[src/sv/table_linear_interpolator_defines.svh]
// assertion macros used by the interpolator rtl
`ifndef TABLE_LINEAR_INTERPOLATOR_DEFINES_SVH
`define TABLE_LINEAR_INTERPOLATOR_DEFINES_SVH
`ifndef SYNTHESIS
`define TLI_ASSERT(lbl, prop, msg) \
  lbl: assert property (@(posedge clk) disable iff (!rst_n) prop) else $error(msg);
`define TLI_ASSERT_NEXT(lbl, ante, cons, msg) \
  lbl: assert property (@(posedge clk) disable iff (!rst_n) (ante) |=> (cons)) else $error(msg);
`else
`define TLI_ASSERT(lbl, prop, msg)
`define TLI_ASSERT_NEXT(lbl, ante, cons, msg)
`endif
`endif

[src/sv/tli_pkg.sv]
package tli_pkg;

  localparam int NUM_TUBES   = 8;
  localparam int NUM_BINS    = 32;
  localparam int TABLE_DEPTH = NUM_TUBES * NUM_BINS;
  localparam int ADDR_W      = $clog2(TABLE_DEPTH);
  localparam int BIN_W       = $clog2(NUM_BINS);

  localparam int TUBE_W      = 3;
  localparam int BIN_IN_W    = 5;
  localparam int WL_W        = 16;
  localparam int EFF_W       = 16;
  localparam int PROD_W      = EFF_W + WL_W;

  localparam logic KIND_LOAD  = 1'b0;
  localparam logic KIND_QUERY = 1'b1;

  typedef struct packed {
    logic [WL_W-1:0]  wl;
    logic [EFF_W-1:0] eff;
  } tli_entry_t;

  typedef struct packed {
    logic busy;
    logic done;
  } tli_div_sts_t;

  typedef enum logic [3:0] {
    ST_IDLE,
    ST_LAST,
    ST_FIRST,
    ST_CHECK,
    ST_SCAN,
    ST_MUL,
    ST_START,
    ST_DIV,
    ST_DONE
  } tli_state_t;

  function automatic logic [ADDR_W-1:0] tli_addr(input logic [TUBE_W-1:0] tube,
                                                 input logic [BIN_IN_W-1:0] bin);
    int full;
    full = int'(tube) * NUM_BINS + int'(bin);
    return ADDR_W'(full);
  endfunction

endpackage

[src/sv/tli_div.sv]
module tli_div (
  input  logic                       clk,
  input  logic                       rst_n,
  input  logic                       start,
  input  logic [tli_pkg::PROD_W-1:0] dividend,
  input  logic [tli_pkg::WL_W-1:0]   divisor,
  output tli_pkg::tli_div_sts_t      sts,
  output logic [tli_pkg::EFF_W-1:0]  quotient
);

  import tli_pkg::*;

  localparam int CNT_W = $clog2(EFF_W);

  logic             busy_r, busy_nxt;
  logic             done_r, done_nxt;
  logic [CNT_W-1:0] cnt_r, cnt_nxt;
  logic [WL_W-1:0]  rem_r, rem_nxt;
  logic [EFF_W-1:0] quo_r, quo_nxt;
  logic [WL_W-1:0]  dsr_r, dsr_nxt;
  logic [WL_W:0]    trial;
  logic             ge;

  // restoring divide, one quotient bit a cycle; quotient bits replace the
  // low dividend bits as they shift out
  always_comb begin
    busy_nxt = busy_r;
    done_nxt = 1'b0;
    cnt_nxt  = cnt_r;
    rem_nxt  = rem_r;
    quo_nxt  = quo_r;
    dsr_nxt  = dsr_r;
    trial    = {rem_r, quo_r[EFF_W-1]};
    ge       = trial >= {1'b0, dsr_r};
    if (start) begin
      busy_nxt = 1'b1;
      cnt_nxt  = '0;
      rem_nxt  = dividend[PROD_W-1:EFF_W];
      quo_nxt  = dividend[EFF_W-1:0];
      dsr_nxt  = divisor;
    end else if (busy_r) begin
      rem_nxt = ge ? WL_W'(trial - {1'b0, dsr_r}) : trial[WL_W-1:0];
      quo_nxt = {quo_r[EFF_W-2:0], ge};
      cnt_nxt = cnt_r + CNT_W'(1);
      if (cnt_r == CNT_W'(EFF_W - 1)) begin
        busy_nxt = 1'b0;
        done_nxt = 1'b1;
      end
    end
  end

  always_ff @(posedge clk) begin
    if (!rst_n) begin
      busy_r <= 1'b0;
      done_r <= 1'b0;
    end else begin
      busy_r <= busy_nxt;
      done_r <= done_nxt;
    end
    cnt_r <= cnt_nxt;
    rem_r <= rem_nxt;
    quo_r <= quo_nxt;
    dsr_r <= dsr_nxt;
  end

  assign sts.busy = busy_r;
  assign sts.done = done_r;
  assign quotient = quo_r;

endmodule

[config.mk]
export PLATFORM = sky130hd
export DESIGN_NAME = tli_div
export DESIGN_NICKNAME = d
export VERILOG_FILES = /design/src/sv/table_linear_interpolator_defines.svh /design/src/sv/tli_pkg.sv /design/src/sv/tli_div.sv
export SDC_FILE = /design/constraint.sdc
export NUM_CORES = 1
export LEC_CHECK = 0
export ABC_CLOCK_PERIOD_IN_PS = 3200
export BUFFER_PORTS_ARGS = -buffer_cell sky130_fd_sc_hd__buf_2
export CAP_MARGIN = 0
export CORE_UTILIZATION = 40
export DETAILED_ROUTE_END_ITERATION = 8
export PLACE_DENSITY = 0.71
export REMOVE_ABC_BUFFERS = 1
export SLEW_MARGIN = 20
export SYNTH_ARGS = -nofsm -noshare
export SYNTH_HDL_FRONTEND = slang
export SYNTH_SLANG_ARGS = --single-unit
export TNS_END_PERCENT = 30
[constraint.sdc]
create_clock -name clk -period 3.2 [get_ports clk]
set_clock_uncertainty 0.2 [all_clocks]
set_input_delay 0.96 -clock clk [delete_from_list [all_inputs] [get_ports clk]]
set_output_delay 0.96 -clock clk [all_outputs]
set_load 0.01 [all_outputs]
==> results.toml, run 1 <==
[status]
status = "complete, no violations"

[synth]
syn_inst = 276
avgSynthCellArea_um2 = 11.6
syn_area_mm2 = 0.00319
ys_ff_latch = 54
ys.flop_type = "edfxtp_1"
async_flop_share = 0
synth-edff-count = 48
synth.distinct_cells = 52
ys_warn_count = 0
synth.yosys.seq_area_share = 0.489

[global_routing]
overflow = 0
grt_pass1_vias = 2418
grt_pass1_wl_um = 11000
antenna_found_initial = 0
track_usage = 0.165
grt_max_degree = 47

[route]
firstDrtPassIters = 4
antenna_left = 0
routed_via_density = 5.33
vias = 2370
routedWlPerCell_um = 14.6
routed_wirelength_um = 6500
drc_errors = 0
drt_iter0_drc = 105

[finish]
diodes = 0
syn_to_final_growth_pct = 16.8
final_common_cell = "buf_2"
fill_cells = 716
mostFrequentLayoutCells = "buf_2 (68), edfxtp_1 (48), inv_1 (21)"
stdcell_count = 445
fin_area_mm2 = 0.00373
layout.nets = 411
drive_gt1_frac = 0.303

[job]
maxCapViolCount = 0

[timing]
fin_crit_sh = 0.904
setup_viol = 0
whs_ps = 323
min_period_ps = 2890
slew_violations = 0
slew_headroom = 0.725
fin_ws_ps = 309
max_slew.worst_pin.slew_ps = 403
rsz0062_at_grt = "false"
max_freq_mhz = 346
setup_tns_ps = 0
finalHoldViolCount = 0

[placement]
pre_cts_ws_ps = 322
place_area_mm2 = 0.00364
routabilityCongestion = 0.881
place_inst = 437
dpl.hpwl_um = 4690
port_buffers = 68

[worst_setup_path]
critical_path.top_delay_family = "compound AO/OA/AOI/OAI gates"
worstSetupPathType = "reg2reg"
path_buf_inv = 2
crit_fanout = 5
cp-end-kind = "flop"
critPathLaunchType = "flop"
crit_chain = "inv_1 -> ha_1 -> inv_1 -> fa_1 -> a211oi_1 -> o21ai_2 -> a2111oi_0 -> nor3_1 -> xnor2_1 -> o31ai_1"
rr_endpoint = "rem_r[14]"
r2r_start = "quotient[15]"
reg2reg_depth = 10
cpMostUsedCell = "inv_1"
ff2ff_setup_slack_ps = 310
max_stage_delay_ps = 430
crit_cells = 10
crit_slowest_cell = "a2111oi_0"
cp.arrival_ps = 2840
required_ps = 3150

[clock_network]
clk_root_buffer_cell = "clkbuf_8"
clock_path_buffers = 2
h-tree-depth = 2
cts_tree = "yes"
cts_setup_buffers = 0
holdBufCountCts = 0
cts_resized = 0
numCtsBuffers = 5
clkSinkCount = 54
clk_pin_slew_ps = 100
clk_latency_ps = 320

[min_path]
hold_path.class = "reg2reg"
min-delay-start = "cnt_r[3]"
holdPathEnd = "done_r"
whs_path_depth = 2

[pwr]
power.leakage_nw = 1.53
power_density_mw_per_mm2 = 623
ir_worst_vdd_mv = 0.263

[die]
die_area_mm2 = 0.00834
die-width_um = 91.3
ios = 69
initial_core_util = 0.413
num_rows = 32
core_mm2 = 0.00773
die_h_um = 91.3
-- per-layer routing --
| metal | wire length (µm) | track usage |
|---|---|---|
| met4 | 118 | 0.0582 |
| met3 | 326 | 0.0427 |
| met2 | 3020 | 0.273 |
| met5 | 0 | 0 |
| met1 | 3030 | 0.207 |
-- logic make-up (layout without fill, tap and decap cells) --
| group | Yosys count | in the layout | share of synthesized area |
|---|---|---|---|
| multiplexers | 16 | 16 | 0.0560 |
| flip-flops | 54 | 54 | 0.489 |
| AO/OA/AOI/OAI | 72 | 72 | 0.175 |
| buffers and inverters | 35 | 102 | 0.0474 |
| AND/OR/NAND/NOR | 65 | 65 | 0.116 |
| XOR/XNOR | 16 | 16 | 0.0439 |
| adder cells (fa/ha/maj) | 18 | 18 | 0.0729 |
-- cell type report --
type	instances	area [µm²]	share of cell area
sequential	54	1560	0.419
multi-input combinational	187	1480	0.397
timing repair buffer	73	390	0.105
tap	102	128	0.0342
inverter	21	78.8	0.0211
clock buffer	6	72.6	0.0195
clock inverter	2	17.5	0.00470
-- Yosys cell counts (2+ instances only) --
library cell,count,area (µm²)
mux2_2,15,169
dfxtp_1,6,120
nor2_1,11,41.3
edfxtp_1,48,1440
buf_1,2,7.51
a2111oi_0,2,17.5
a211oi_1,2,15.0
nand2_1,15,56.3
nor2b_1,8,50.1
nand4b_1,7,61.3
clkbuf_1,7,26.3
a32oi_1,5,43.8
o211ai_1,3,22.5
inv_1,21,78.8
nor3_1,8,40.0
a221o_1,2,20.0
o311ai_1,6,52.6
a21oi_1,17,85.1
a21o_1,9,67.6
nand4_1,2,12.5
buf_4,3,22.5
nand3_1,4,20.0
and4_1,3,26.3
nand2b_1,3,18.8
o21ai_0,4,20.0
o31ai_1,7,52.6
xnor2_1,9,78.8
xor2_1,7,61.3
ha_1,17,213
-- per-stage QoR --
step	total power [mW]	util
floorplan	1.67	-
global placement	1.91	0.471
detailed placement	1.93	0.471
CTS	2.34	0.483
global route	2.48	0.483
finish	2.32	0.483
-- registers in the layout, indices dropped and copies added, names as in the netlist --
name	flops
done_r	1
busy_r	1
rem_r	16
cnt_r	4
dsr_r	16
quotient	16
-- worst max-delay path by stage --
stage | startpoint | end | slack, ps
2_1_floorplan | quotient[15] | rem_r[14] | 540
3_3_place_gp | rem_r[7] | rem_r[9] | 500
3_5_place_dp | quotient[15] | rem_r[14] | 320
4_1_cts | quotient[15] | rem_r[14] | 330
5_1_grt | quotient[15] | rem_r[14] | 50
6_report | quotient[15] | rem_r[14] | 310
-- worst register-to-register path, delay by kind of cell (launching register included) --
kind,cells,cell delay [ps]
buffers and inverters,2,130
DFF,1,390
adders and majority gates,2,580
AOI/OAI and AO/OA,4,1150
xor gates and xnor gates,1,150
and+or+nand+nor,1,140
-- report_power, final --
group / switching (mW) / internal [mW]
registers: 0.0575 / 0.906
clock network: 0.241 / 0.161
logic: 0.543 / 0.415
total: 0.841 / 1.48
Note: power is estimated with default switching activity, not from simulation.
==> run 2, diff against run 1 <==
--- a/config.mk
+++ b/config.mk
@@ -5,7 +5,7 @@
 export SDC_FILE = /design/constraint.sdc
 export NUM_CORES = 1
 export LEC_CHECK = 0
-export ABC_CLOCK_PERIOD_IN_PS = 3200
+export ABC_CLOCK_PERIOD_IN_PS = 3450
 export BUFFER_PORTS_ARGS = -buffer_cell sky130_fd_sc_hd__buf_2
 export CAP_MARGIN = 0
 export CORE_UTILIZATION = 40
==> constraint.sdc (replaced) <==
create_clock -name clk -period 3.45 [get_ports clk]
set_clock_uncertainty 0.2 [all_clocks]
set_input_delay 1.035 -clock clk [delete_from_list [all_inputs] [get_ports clk]]
set_output_delay 1.035 -clock clk [all_outputs]
set_load 0.01 [all_outputs]
==> results.toml, run 2 (synthesis gave the netlist of run 1 again) <==
[worst_setup_path]
cp.arrival_ps = 2820
required_ps = 3410
worstSetupPathType = "reg2reg"
cp-startpoint = "quotient[15]"
crit_fanout = 5
cp-end-kind = "flop"
critPathLaunchType = "flop"
rr_endpoint = "rem_r[12]"
endpoint = "rem_r[12]"
r2r_start = "quotient[15]"
reg2reg_depth = 10
ff2ff_setup_slack_ps = 600

[timing]
fin_crit_sh = 0.827
slew_violations = 0
slew_headroom = 0.673
min_period_ps = 2850
fin_ws_ps = 596
whs_ps = 305
finalHoldViolCount = 0
setup_viol = 0
max_freq_mhz = 350
max_slew.worst_pin.slew_ps = 479
rsz0062_at_grt = "false"
setup_tns_ps = 0

[clock_network]
cts_resized = 0
clkSinkCount = 54
h-tree-depth = 2
numCtsBuffers = 5
clk_pin_slew_ps = 110
clock_path_buffers = 2
cts_setup_buffers = 0
holdBufCountCts = 0
cts_tree = "yes"
clk_root_buffer_cell = "clkbuf_8"
clk_latency_ps = 320

[route]
antenna_left = 0
drc_errors = 0
routed_via_density = 5.44
routedWlPerCell_um = 14.7
drt_iter0_drc = 122
vias = 2415
firstDrtPassIters = 4
routed_wirelength_um = 6530

[min_path]
hold_path.class = "reg2reg"

[die]
die_h_um = 91.3
core_mm2 = 0.00773
die-width_um = 91.3
ios = 69
die_area_mm2 = 0.00834
initial_core_util = 0.413
num_rows = 32

[finish]
diodes = 0
syn_to_final_growth_pct = 16.8
stdcell_count = 444
final_common_cell = "buf_2"
layout.nets = 410
fin_area_mm2 = 0.00373
mostFrequentLayoutCells = "buf_2 (68), edfxtp_1 (48), inv_1 (21)"
final_util = 0.483
drive_gt1_frac = 0.304

[pwr]
power.leakage_nw = 1.53
ir_worst_vdd_mv = 0.246
power_density_mw_per_mm2 = 585
power_mw = 2.18

[placement]
routabilityCongestion = 0.886
dpl.hpwl_um = 4560
pre_cts_ws_ps = 624
place_area_mm2 = 0.00363
port_buffers = 68
place_inst = 436

[global_routing]
grt_pass1_vias = 2346
overflow = 0
antenna_found_initial = 0
grt_max_degree = 70
track_usage = 0.159
grt_pass1_wl_um = 10600

[job]
maxCapViolCount = 0

[status]
status = "complete, no violations"
run 2: cell type report:
class	count	area [µm²]
inverter	21	78.8
multi-input combinational	187	1480
sequential	54	1560
clock buffer	6	82.6
timing repair buffer	72	383
clock inverter	2	15.0
fill	739	4000
tap	102	128
run 2: per-layer routing:
metal	GRT usage	share of wire	vias up
li1	-	-	1183
met1	0.215	0.47	1146
met2	0.251	0.46	79
met3	0.0377	0.058	7
met4	0.0529	0.011	0
met5	0	0	-
run 2: how the worst min path moves through the flow:
| stage | startpoint | endpoint | slack [ps] | depth (start not counted) |
|---|---|---|---|---|
| finish | cnt_r[3] | done_r | 310 | 2 |
| global route | cnt_r[3] | done_r | 340 | 2 |
| CTS | cnt_r[3] | done_r | 310 | 2 |
| detailed placement | cnt_r[3] | done_r | 290 | 2 |
| global placement | cnt_r[3] | done_r | 290 | 2 |
| floorplan | cnt_r[3] | done_r | 270 | 2 |
run 2: critical path, cell delays in order (launching register included):
cell and delay [ps]:
edfxtp_1 390, inv_1 80, ha_1 160, inv_1 50
fa_1 420, a211oi_1 300, o21ai_2 130, a2111oi_0 480
nor3_1 140, xnor2_1 150, o31ai_1 180
run 2: power breakdown:
part	switching [mW]	internal [mW]	total, mW
logic	0.500	0.384	0.884
registers	0.0554	0.841	0.896
clock network	0.233	0.167	0.400
total	0.788	1.39	2.18
